File: src/design/btfc_pkg.sv
// ----------------------------------------------------------------------------
// btfc_pkg
// Shared types, constants and helper functions for the bit-stuffing
// transmit framer with CRC-8.
// ----------------------------------------------------------------------------
package btfc_pkg;

    // Field and datapath widths
    localparam int STUFF_W = 10;   // at most two stuffed zeros per payload byte
    localparam int NBITS_W = 4;    // holds a stuffed bit count of 8 to 10
    localparam int ACC_W   = 24;   // left-aligned packing accumulator
    localparam int ACNT_W  = 5;    // accumulator fill, at most 17
    localparam int CFG_IDX_W  = 8;
    localparam int CFG_DATA_W = 8;

    // Register indexes of the configuration port
    localparam logic [CFG_IDX_W-1:0] REG_CRASH_BIT_ENABLE = 8'd0;
    localparam logic [CFG_IDX_W-1:0] REG_COLLISION_MODE   = 8'd1;

    // Byte kinds
    localparam logic [1:0] KIND_FLAG = 2'd0;
    localparam logic [1:0] KIND_DATA = 2'd1;
    localparam logic [1:0] KIND_CRC  = 2'd2;
    localparam logic [1:0] KIND_COLL = 2'd3;

    // Framing constants
    localparam logic [7:0] FLAG_BYTE   = 8'h7E;
    localparam logic [7:0] COLL_BYTE   = 8'h3F;
    localparam logic [7:0] CRC_POLY    = 8'h31;
    localparam logic [7:0] CRC_INIT    = 8'hFF;
    localparam logic [7:0] CRASH_MASK  = 8'h10;
    localparam logic [1:0] CRASH_INDEX = 2'd2;
    localparam logic [1:0] OIDX_MAX    = 2'd3;
    localparam logic [2:0] STUFF_RUN   = 3'd5;
    localparam logic [1:0] COLL_LAST   = 2'd2;

    // Input transaction payload
    typedef struct packed {
        logic [7:0] data_byte;
        logic       last_byte;
    } in_item_t;

    // Output transaction payload
    typedef struct packed {
        logic [7:0] out_byte;
        logic [1:0] byte_kind;
        logic       frame_end;
        logic       run_last;
    } out_item_t;

    // Classified item passed from the front end to the back end
    typedef struct packed {
        logic               coll;       // collision marker burst
        logic               need_flag;  // first byte of a frame
        logic               last;       // closes the frame
        logic [STUFF_W-1:0] bits;       // stuffed bits, left-aligned
        logic [NBITS_W-1:0] nbits;      // number of valid bits in bits
    } qentry_t;

    // Back-end phases
    typedef enum logic [2:0] {
        BK_IDLE,
        BK_FLAG,
        BK_DATA,
        BK_PAD,
        BK_CRC,
        BK_COLL
    } bk_state_t;

    // CRC-8, MSB first, one byte
    function automatic logic [7:0] crc8_take(input logic [7:0] crc, input logic [7:0] b);
        logic [7:0] c;
        c = crc ^ b;
        for (int i = 0; i < 8; i++) begin
            if (c[7])
                c = {c[6:0], 1'b0} ^ CRC_POLY;
            else
                c = {c[6:0], 1'b0};
        end
        return c;
    endfunction

    // Phase that follows once the accumulator holds cnt bits
    function automatic bk_state_t next_phase(input logic [ACNT_W-1:0] cnt, input logic last);
        bk_state_t ph;
        if (cnt >= ACNT_W'(8))
            ph = BK_DATA;
        else if (last)
            ph = (cnt != '0) ? BK_PAD : BK_CRC;
        else
            ph = BK_IDLE;
        return ph;
    endfunction

endpackage

File: src/design/btfc_front.sv
// ----------------------------------------------------------------------------
// btfc_front
// Accepts payload bytes, applies bit stuffing and classifies each byte
// into a queue entry for the back end, bar non-closing collision bytes.
// ----------------------------------------------------------------------------
module btfc_front
    import btfc_pkg::*;
(
    input  logic     clk,
    input  logic     rst_n,
    input  logic     collision_mode,
    input  logic     in_valid,
    output logic     in_ready,
    input  in_item_t in_data,
    output logic     push,
    output qentry_t  push_entry,
    input  logic     push_ready
);

    logic [2:0] ones_run_reg;
    logic [2:0] ones_run_next;
    logic       in_frame_reg;
    logic       in_frame_next;
    logic       accept;
    logic [2:0] ones_after;
    logic [STUFF_W-1:0] stuffed;
    logic [NBITS_W-1:0] nstuffed;

    assign in_ready = push_ready;
    assign accept   = in_valid && in_ready;

    // Bit stuffing over the eight payload bits, MSB first
    always_comb
    begin
        logic [2:0]         ones;
        logic [NBITS_W-1:0] n;
        logic [STUFF_W-1:0] bits;
        logic               b;
        ones = ones_run_reg;
        n    = '0;
        bits = '0;
        for (int i = 7; i >= 0; i--) begin
            b = in_data.data_byte[3'(i)];
            bits[NBITS_W'(STUFF_W - 1) - n] = b;
            n = n + 1'b1;
            if (b) begin
                ones = ones + 1'b1;
                if (ones == STUFF_RUN) begin
                    // stuffed zero: bits already cleared
                    n    = n + 1'b1;
                    ones = '0;
                end
            end else begin
                ones = '0;
            end
        end
        stuffed    = bits;
        nstuffed   = n;
        ones_after = ones;
    end

    // Queue entry
    always_comb
    begin
        push_entry.coll      = collision_mode;
        push_entry.need_flag = !in_frame_reg;
        push_entry.last      = in_data.last_byte;
        push_entry.bits      = stuffed;
        push_entry.nbits     = nstuffed;
    end

    // Collision bytes that do not close the frame are absorbed
    assign push = accept && !(collision_mode && !in_data.last_byte);

    // Frame tracking state
    always_comb
    begin
        ones_run_next = ones_run_reg;
        in_frame_next = in_frame_reg;
        if (accept) begin
            if (collision_mode) begin
                if (in_data.last_byte) begin
                    ones_run_next = '0;
                    in_frame_next = 1'b0;
                end
            end else begin
                ones_run_next = in_data.last_byte ? 3'd0 : ones_after;
                in_frame_next = !in_data.last_byte;
            end
        end
    end

    always_ff @(posedge clk or negedge rst_n)
    begin
        if (!rst_n) begin
            ones_run_reg <= '0;
            in_frame_reg <= 1'b0;
        end else begin
            ones_run_reg <= ones_run_next;
            in_frame_reg <= in_frame_next;
        end
    end

endmodule

File: src/design/btfc_queue.sv
// ----------------------------------------------------------------------------
// btfc_queue
// Short FIFO of classified items between the front end and the back end.
// ----------------------------------------------------------------------------
module btfc_queue
    import btfc_pkg::*;
#(
    parameter int DEPTH = 4
)
(
    input  logic    clk,
    input  logic    rst_n,
    input  logic    push,
    input  qentry_t push_entry,
    output logic    push_ready,
    output logic    head_valid,
    output qentry_t head_entry,
    input  logic    pop
);

    localparam int PTR_W = $clog2(DEPTH);
    localparam int CNT_W = $clog2(DEPTH + 1);

    qentry_t              entries_reg [DEPTH];
    logic [PTR_W-1:0]     wr_ptr_reg;
    logic [PTR_W-1:0]     wr_ptr_next;
    logic [PTR_W-1:0]     rd_ptr_reg;
    logic [PTR_W-1:0]     rd_ptr_next;
    logic [CNT_W-1:0]     count_reg;
    logic [CNT_W-1:0]     count_next;
    logic                 do_push;
    logic                 do_pop;

    assign push_ready = (count_reg != CNT_W'(DEPTH));
    assign head_valid = (count_reg != '0);
    assign head_entry = entries_reg[rd_ptr_reg];

    assign do_push = push && push_ready;
    assign do_pop  = pop && head_valid;

    // Pointer and fill count update
    always_comb
    begin
        wr_ptr_next = wr_ptr_reg;
        rd_ptr_next = rd_ptr_reg;
        count_next  = count_reg;
        if (do_push)
            wr_ptr_next = (wr_ptr_reg == PTR_W'(DEPTH - 1)) ? '0 : wr_ptr_reg + 1'b1;
        if (do_pop)
            rd_ptr_next = (rd_ptr_reg == PTR_W'(DEPTH - 1)) ? '0 : rd_ptr_reg + 1'b1;
        if (do_push && !do_pop)
            count_next = count_reg + 1'b1;
        else if (do_pop && !do_push)
            count_next = count_reg - 1'b1;
    end

    always_ff @(posedge clk or negedge rst_n)
    begin
        if (!rst_n) begin
            wr_ptr_reg <= '0;
            rd_ptr_reg <= '0;
            count_reg  <= '0;
        end else begin
            wr_ptr_reg <= wr_ptr_next;
            rd_ptr_reg <= rd_ptr_next;
            count_reg  <= count_next;
        end
    end

    // Entry storage
    always_ff @(posedge clk)
    begin
        if (do_push)
            entries_reg[wr_ptr_reg] <= push_entry;
    end

endmodule

File: src/design/btfc_back.sv
// ----------------------------------------------------------------------------
// btfc_back
// Packs stuffed bits into bytes and emits flag, data, pad, CRC and collision
// marker bytes through an output register, one per cycle unless it stalls.
// ----------------------------------------------------------------------------
module btfc_back
    import btfc_pkg::*;
(
    input  logic      clk,
    input  logic      rst_n,
    input  logic      crash_bit_enable,
    input  logic      head_valid,
    input  qentry_t   head_entry,
    output logic      pop,
    output logic      out_valid,
    input  logic      out_ready,
    output out_item_t out_data
);

    bk_state_t          state_reg;
    bk_state_t          state_next;
    bk_state_t          phase_after;
    logic [ACC_W-1:0]   acc_reg;
    logic [ACC_W-1:0]   acc_next;
    logic [ACNT_W-1:0]  cnt_reg;
    logic [ACNT_W-1:0]  cnt_next;
    logic [7:0]         crc_reg;
    logic [7:0]         crc_next;
    logic [1:0]         oidx_reg;
    logic [1:0]         oidx_next;
    logic [1:0]         coll_cnt_reg;
    logic [1:0]         coll_cnt_next;
    logic               last_reg;
    logic               last_next;
    logic               out_valid_reg;
    out_item_t          out_data_reg;

    logic               step_en;
    logic               emit;
    out_item_t          emit_item;
    logic [ACC_W-1:0]   post_acc;
    logic [ACNT_W-1:0]  post_cnt;
    logic [7:0]         post_crc;
    logic [1:0]         post_oidx;
    logic [1:0]         post_coll;

    // Output register is free or drains this cycle
    assign step_en   = !out_valid_reg || out_ready;
    assign out_valid = out_valid_reg;
    assign out_data  = out_data_reg;

    // Phase after this cycle's byte, and next state including a load
    always_comb
    begin
        unique case (state_reg)
            BK_IDLE: phase_after = BK_IDLE;
            BK_FLAG: phase_after = next_phase(cnt_reg, last_reg);
            BK_DATA: phase_after = next_phase(cnt_reg - ACNT_W'(8), last_reg);
            BK_PAD:  phase_after = BK_CRC;
            BK_CRC:  phase_after = BK_IDLE;
            BK_COLL: phase_after = (coll_cnt_reg == COLL_LAST) ? BK_IDLE : BK_COLL;
            default: phase_after = BK_IDLE;
        endcase

        pop        = step_en && (phase_after == BK_IDLE) && head_valid;
        state_next = state_reg;
        if (step_en)
            state_next = phase_after;
        if (pop) begin
            if (head_entry.coll)
                state_next = BK_COLL;
            else if (head_entry.need_flag)
                state_next = BK_FLAG;
            else
                state_next = next_phase(cnt_next, head_entry.last);
        end
    end

    // Byte emission and framing datapath
    always_comb
    begin
        logic [7:0] raw;
        logic       framed;
        logic       clear;
        raw       = '0;
        framed    = 1'b0;
        clear     = 1'b0;
        emit      = 1'b0;
        emit_item = '0;
        post_acc  = acc_reg;
        post_cnt  = cnt_reg;
        post_crc  = crc_reg;
        post_oidx = oidx_reg;
        post_coll = coll_cnt_reg;

        case (state_reg)
            BK_FLAG:
            begin
                raw                 = FLAG_BYTE;
                framed              = 1'b1;
                emit_item.byte_kind = KIND_FLAG;
            end
            BK_DATA:
            begin
                raw                 = acc_reg[ACC_W-1 -: 8];
                framed              = 1'b1;
                emit_item.byte_kind = KIND_DATA;
                post_acc            = {acc_reg[ACC_W-9:0], 8'h00};
                post_cnt            = cnt_reg - ACNT_W'(8);
            end
            BK_PAD:
            begin
                raw                 = acc_reg[ACC_W-1 -: 8];
                framed              = 1'b1;
                emit_item.byte_kind = KIND_DATA;
                post_acc            = '0;
                post_cnt            = '0;
            end
            BK_CRC:
            begin
                raw                 = crc_reg;
                framed              = 1'b1;
                emit_item.byte_kind = KIND_CRC;
                emit_item.frame_end = 1'b1;
                clear               = 1'b1;
            end
            BK_COLL:
            begin
                emit                = 1'b1;
                emit_item.out_byte  = COLL_BYTE;
                emit_item.byte_kind = KIND_COLL;
                emit_item.frame_end = (coll_cnt_reg == COLL_LAST);
                post_coll           = coll_cnt_reg + 1'b1;
                clear               = (coll_cnt_reg == COLL_LAST);
            end
            default:
            begin
                raw = '0;
            end
        endcase

        // Framed bytes: CRC first, then optional crash inversion
        if (framed) begin
            emit = 1'b1;
            if (state_reg != BK_CRC)
                post_crc = crc8_take(crc_reg, raw);
            emit_item.out_byte = (crash_bit_enable && (oidx_reg == CRASH_INDEX)) ?
                                 (raw ^ CRASH_MASK) : raw;
            if (oidx_reg != OIDX_MAX)
                post_oidx = oidx_reg + 1'b1;
        end
        emit_item.run_last = (phase_after == BK_IDLE);

        // Frame closed or abandoned
        if (clear) begin
            post_acc  = '0;
            post_cnt  = '0;
            post_crc  = CRC_INIT;
            post_oidx = '0;
        end

        // Merge the next queue entry
        acc_next      = post_acc;
        cnt_next      = post_cnt;
        crc_next      = post_crc;
        oidx_next     = post_oidx;
        coll_cnt_next = post_coll;
        last_next     = last_reg;
        if (pop) begin
            last_next = head_entry.last;
            if (head_entry.coll) begin
                coll_cnt_next = '0;
            end else begin
                acc_next = post_acc |
                           ({head_entry.bits, {(ACC_W - STUFF_W){1'b0}}} >> post_cnt[2:0]);
                cnt_next = post_cnt + ACNT_W'(head_entry.nbits);
            end
        end
    end

    // Framing state
    always_ff @(posedge clk or negedge rst_n)
    begin
        if (!rst_n) begin
            state_reg    <= BK_IDLE;
            acc_reg      <= '0;
            cnt_reg      <= '0;
            crc_reg      <= CRC_INIT;
            oidx_reg     <= '0;
            coll_cnt_reg <= '0;
            last_reg     <= 1'b0;
        end else if (step_en) begin
            state_reg    <= state_next;
            acc_reg      <= acc_next;
            cnt_reg      <= cnt_next;
            crc_reg      <= crc_next;
            oidx_reg     <= oidx_next;
            coll_cnt_reg <= coll_cnt_next;
            last_reg     <= last_next;
        end
    end

    // Output register
    always_ff @(posedge clk or negedge rst_n)
    begin
        if (!rst_n)
            out_valid_reg <= 1'b0;
        else if (step_en)
            out_valid_reg <= emit;
    end

    always_ff @(posedge clk)
    begin
        if (step_en)
            out_data_reg <= emit_item;
    end

endmodule

File: src/design/bit_stuff_tx_framer_crc8.sv
// ----------------------------------------------------------------------------
// bit_stuff_tx_framer_crc8
// Transmit framer: flag, bit-stuffed payload, CRC-8, with error injection
// and collision marker modes.
// ----------------------------------------------------------------------------
// Path: the first byte caused by a transaction is registered in turn by the
//   queue write, the back-end load and the output register before it is valid.
// Throughput: one byte per cycle unless the output stalls; the next queued
//   item loads with an item's last byte.
// Reset: asynchronous, active low; clears framing state, CRC to 0xFF, both
//   configuration registers and the queue.
module bit_stuff_tx_framer_crc8
    import btfc_pkg::*;
#(
    parameter int QUEUE_DEPTH = 4
)
(
    input  logic                  clk,
    input  logic                  rst_n,
    input  logic                  in_valid,
    output logic                  in_ready,
    input  in_item_t              in_data,
    output logic                  out_valid,
    input  logic                  out_ready,
    output out_item_t             out_data,
    input  logic                  cfg_valid,
    output logic                  cfg_ready,
    input  logic [CFG_IDX_W-1:0]  cfg_index,
    input  logic [CFG_DATA_W-1:0] cfg_data
);

    logic    crash_bit_enable_reg;
    logic    crash_bit_enable_next;
    logic    collision_mode_reg;
    logic    collision_mode_next;
    logic    push;
    logic    push_ready;
    qentry_t push_entry;
    logic    head_valid;
    qentry_t head_entry;
    logic    pop;

    // Configuration write decode
    assign cfg_ready = 1'b1;

    always_comb
    begin
        crash_bit_enable_next = crash_bit_enable_reg;
        collision_mode_next   = collision_mode_reg;
        if (cfg_valid && cfg_ready) begin
            unique case (cfg_index)
                REG_CRASH_BIT_ENABLE: crash_bit_enable_next = cfg_data[0];
                REG_COLLISION_MODE:   collision_mode_next   = cfg_data[0];
                default:              crash_bit_enable_next = crash_bit_enable_reg;
            endcase
        end
    end

    always_ff @(posedge clk or negedge rst_n)
    begin
        if (!rst_n) begin
            crash_bit_enable_reg <= 1'b0;
            collision_mode_reg   <= 1'b0;
        end else begin
            crash_bit_enable_reg <= crash_bit_enable_next;
            collision_mode_reg   <= collision_mode_next;
        end
    end

    // Front end: stuffing and classification
    btfc_front u_front (
        .clk            (clk),
        .rst_n          (rst_n),
        .collision_mode (collision_mode_reg),
        .in_valid       (in_valid),
        .in_ready       (in_ready),
        .in_data        (in_data),
        .push           (push),
        .push_entry     (push_entry),
        .push_ready     (push_ready)
    );

    // Decoupling queue
    btfc_queue #(
        .DEPTH (QUEUE_DEPTH)
    ) u_queue (
        .clk        (clk),
        .rst_n      (rst_n),
        .push       (push),
        .push_entry (push_entry),
        .push_ready (push_ready),
        .head_valid (head_valid),
        .head_entry (head_entry),
        .pop        (pop)
    );

    // Back end: packing, CRC and output
    btfc_back u_back (
        .clk              (clk),
        .rst_n            (rst_n),
        .crash_bit_enable (crash_bit_enable_reg),
        .head_valid       (head_valid),
        .head_entry       (head_entry),
        .pop              (pop),
        .out_valid        (out_valid),
        .out_ready        (out_ready),
        .out_data         (out_data)
    );

endmodule
File: config.mk
export PLATFORM = sky130hd
export DESIGN_NAME = bit_stuff_tx_framer_crc8
export DESIGN_NICKNAME = d
export VERILOG_FILES = /design/src/design/btfc_pkg.sv /design/src/design/btfc_front.sv /design/src/design/btfc_queue.sv /design/src/design/btfc_back.sv /design/src/design/bit_stuff_tx_framer_crc8.sv
export SDC_FILE = /design/constraint.sdc
export NUM_CORES = 1
export LEC_CHECK = 0
export ABC_AREA = 0
export BUFFER_PORTS_ARGS = -buffer_cell sky130_fd_sc_hd__buf_2
export CAP_MARGIN = 30
export CORE_UTILIZATION = 50
export DETAILED_ROUTE_END_ITERATION = 10
export PLACE_DENSITY_LB_ADDON = 0.08
export SKIP_LAST_GASP = 1
export SLEW_MARGIN = 10
export SYNTH_ARGS = -nofsm -noshare
export SYNTH_HDL_FRONTEND = slang
export SYNTH_HIERARCHICAL = 1
export SYNTH_SLANG_ARGS = --single-unit
File: constraint.sdc
create_clock -name clk -period 3.54 [get_ports clk]
set_clock_uncertainty 0.2 [all_clocks]
set_input_delay 0.531 -clock clk [delete_from_list [all_inputs] [get_ports clk]]
set_output_delay 0.531 -clock clk [all_outputs]
set_load 0.01 [all_outputs]
==> impl_metrics.csv <==
group,metric,value,unit
status,status,"completed",
sta,setup_slack,0.187,ns
cells_and_area,drive_gt1_share,21.9,%
floorplan,dieHeight,120,um
yosys,netlist_area,7000,um^2
sta,period_share,94.7,%
routing,drtIter0Drc,291,
yosys,synth_seq_cells,136,
critical_path,r2r_start,"u_back/cnt_reg[4]",
critical_path,reg2reg_depth,11,
floorplan,die_w,120,um
routing,viasPerCell,5.71,
power_and_ir_drop,p_leak,3.17,nW
sta,final-max-slew-violation-count,0,
power_and_ir_drop,vdd_drop_max,0.479,mV
critical_path,startpoint_type,"register",
cts,clockBufferDepth,2,
critical_path,crit_fanout,4,
critical_path,cp-end-kind,"register",
critical_path,r2r-end,"u_queue/count_reg[1]",
global_route,antenna_found_initial,0,
routing,drt-total-wl,14100,um
worst_hold_path,min-delay-path-class,"input pin to register",
sta,setup_viol,0,
critical_path,worstPathRequired,3.65,ns
critical_path,worst-r2r-setup-slack,0.19,ns
yosys,synth_area_leaders,"edfxtp_1 34%, dfrtp_1 17%, mux4_2 5.5%",
yosys,synthAdderAreaFrac,3.25,%
floorplan,rows,42,
cts,cts_inserted_buffers,17,
cts,cts.sinks,136,
cts,worstSkewPairLatency,0.43,ns
cells_and_area,num-fill-cells,1103,
sta,slew_headroom,50.5,%
yosys,synth_top_family_by_area,"compound AO/OA/AOI/OAI gates",
sta,rsz0062_at_grt,"false",
cells_and_area,largest_reg_flops,68,
global_route,grt_pass1_wl,23700,um
sta,tightest_slew,0.734,ns
worst_hold_path,hold-path-endpoint,"crash_bit_enable_reg",
placed_design,placed_area,7360,um^2
yosys,synth_compound_area_share,13.8,%
worst_hold_path,min-delay-start,"cfg_data[0]",
placed_design,hpwl,9870,um
floorplan,pin_count,45,
critical_path,arrival,3.46,ns
yosys,synthCells,579,
cells_and_area,insertedDiodeCount,0,
power_and_ir_drop,pwr_density_cell,1090,nW/um^2
cts,cts_setup_buffers,0,
yosys,yosysTopAreaCell,"edfxtp_1",
cells_and_area,area_growth_syn_to_layout,13.7,%
placed_design,numPortBuffers,28,
sta,whs,0.148,ns
placed_design,place.gp.congestion,0.812,
cells_and_area,final_common_cell,"edfxtp_1",
routing,drc,0,
cells_and_area,layout.nets,669,
yosys,muxShareOfSynthArea,8.65,%
floorplan,fp.coreArea,13500,um^2
sta,fmax,0.298,GHz
cells_and_area,fin_area,7970,um^2
yosys,synth_edf_count,80,
floorplan,start_util,52.1,%
global_route,track_usage,21.7,%
worst_hold_path,worstHoldPathCells,2,
cts,clk_transition_reported_paths,0.06,ns
cts,htreeDepth,4,
routing,ant_nets,0,
routing,drtPass1Iterations,4,
yosys,syn_avg_cell_area,12.1,um^2
sta,hold_viol,0,
floorplan,dieArea,14500,um^2
cells_and_area,mostFrequentLayoutCells,"80 x edfxtp_1, 48 x dfrtp_1, 43 x o21ai_0, 43 x nand2_1, 31 x nor2_1",
sta,post-route-min-period,3.35,ns
yosys,async_flop_share,41.2,%
critical_path,critPathKind,"register to register",
yosys,ys_seq_area_share,54.5,%
routing,vias,4634,
global_route,first_global_vias,4646,
yosys,synth_xor_xnor_area_share,3.14,%
yosys,synth_top_area_share,34.3,%
yosys,yosys_warnings,6,
routing,routedWlPerCell,17.4,um
yosys,yosys.cell_types.count,73,
cts,cts_root_buf,"clkbuf_16",
global_route,grt_overflow,0,
placed_design,place_ws,0.150,ns
yosys,synth-simple-area-share,11.6,%
sta,tns,0,ns
yosys,synthFlopType,"edfxtp_1",
cts,cts_tree,"yes",
global_route,grt_max_degree,31,
flow_run,maxCapViolCount,0,
==> report_power, final <==
group	switching [mW]	total (mW)	internal [mW]	leakage, nW
Sequential	0.324	2.60	2.28	1.44
Combinational	2.39	4.33	1.95	1.45
Clock	0.685	1.75	1.07	0.286
==> worst max-delay path, cell delays in order, from the launching register on <==
cell and delay (ns):
dfrtp_1 0.40, inv_1 0.09, ha_1 0.30, or4b_4 0.50, a32oi_1 0.38, nand3_2 0.14, nor2_2 0.16, nand2_2 0.10
ha_1 0.21, inv_1 0.08, fa_1 0.40, mux2_2 0.26
==> how the worst max path moves through the flow <==
stage / startpoint / endpoint / slack (ns) / depth (start not counted)
finish: u_back/cnt_reg[4] / u_queue/count_reg[1] / 0.19 / 11
detailed placement: u_back/cnt_reg[4] / u_queue/count_reg[1] / 0.15 / 12
global placement: u_back/cnt_reg[4] / u_queue/count_reg[1] / 0.24 / 12
global route: u_back/cnt_reg[4] / u_queue/count_reg[1] / 0.01 / 12
CTS: u_back/cnt_reg[4] / u_queue/count_reg[1] / 0.15 / 12
floorplan: u_back/state_reg[2] / u_back/state_reg[1] / 0.25 / 16
==> per-stage QoR <==
stage | util, % | std cells | power (mW)
floorplan | - | 592 | 5.82
global placement | 54.6 | 776 | 6.81
detailed placement | 54.7 | 778 | 6.93
CTS | 59.2 | 811 | 8.71
global route | 59.2 | 811 | 9.32
finish | 59.2 | 811 | 8.68
==> layer usage <==
metal,part of all wire [%],routed length [um],track usage (%),vias to the layer above
met4,1.8,257,8.95,0
met2,51,7150,36.1,108
met5,0,0,0,-
met1,44,6160,27.3,2292
met3,4.0,563,4.91,14
li1,-,-,-,2220
==> cell type report <==
type | count | area, um^2 | share of cell area [%]
flip-flops and latches | 136 | 3810 | 47.9
multi-input cells | 388 | 2900 | 36.3
clock buffers | 20 | 447 | 5.61
repair buffers | 58 | 368 | 4.62
well taps | 176 | 220 | 2.76
clock inverters | 12 | 143 | 1.79
inverters | 21 | 78.8 | 0.990
==> kinds of logic after synthesis <==
logic type | after synthesis
flip-flops | 136
AO/OA/AOI/OAI | 145
buffers and inverters | 68
AND/OR/NAND/NOR | 152
XOR/XNOR | 22
adder cells (fa/ha/maj) | 17
other | 2
multiplexers | 37
==> synth_stat cells, drive strengths merged (3+ instances only) <==
| master | instances |
|---|---|
| o211ai | 4 |
| and3 | 4 |
| ha | 15 |
| clkbuf | 19 |
| a311oi | 3 |
| a21oi | 22 |
| nand2 | 44 |
| dfstp | 8 |
| o31ai | 3 |
| a221oi | 5 |
| a211o | 6 |
| mux2 | 12 |
| a31oi | 5 |
| dfrtp | 48 |
| mux2i | 8 |
| a22oi | 16 |
| mux4 | 17 |
| a22o | 3 |
| or3 | 5 |
| nand3 | 6 |
| o2bb2ai | 4 |
| nand3b | 4 |
| and2 | 11 |
| o21a | 3 |
| nor2b | 14 |
| edfxtp | 80 |
| nor3 | 7 |
| a21o | 4 |
| o21ai | 44 |
| nand2b | 8 |
| nor2 | 32 |
| buf | 28 |
| xor2 | 10 |
| a211oi | 7 |
| nor4b | 5 |
| xnor2 | 10 |
| inv | 21 |
| a21boi | 3 |
==> repair_timing <==
item / 4_1_cts / 5_1_grt
endpoints found under the setup margin: 0 / 2
hold buffers: 1 / 0
endpoints found under the hold margin: 21 / 0
resized for setup: 0 / 2
(Power assumes the default switching activity.)
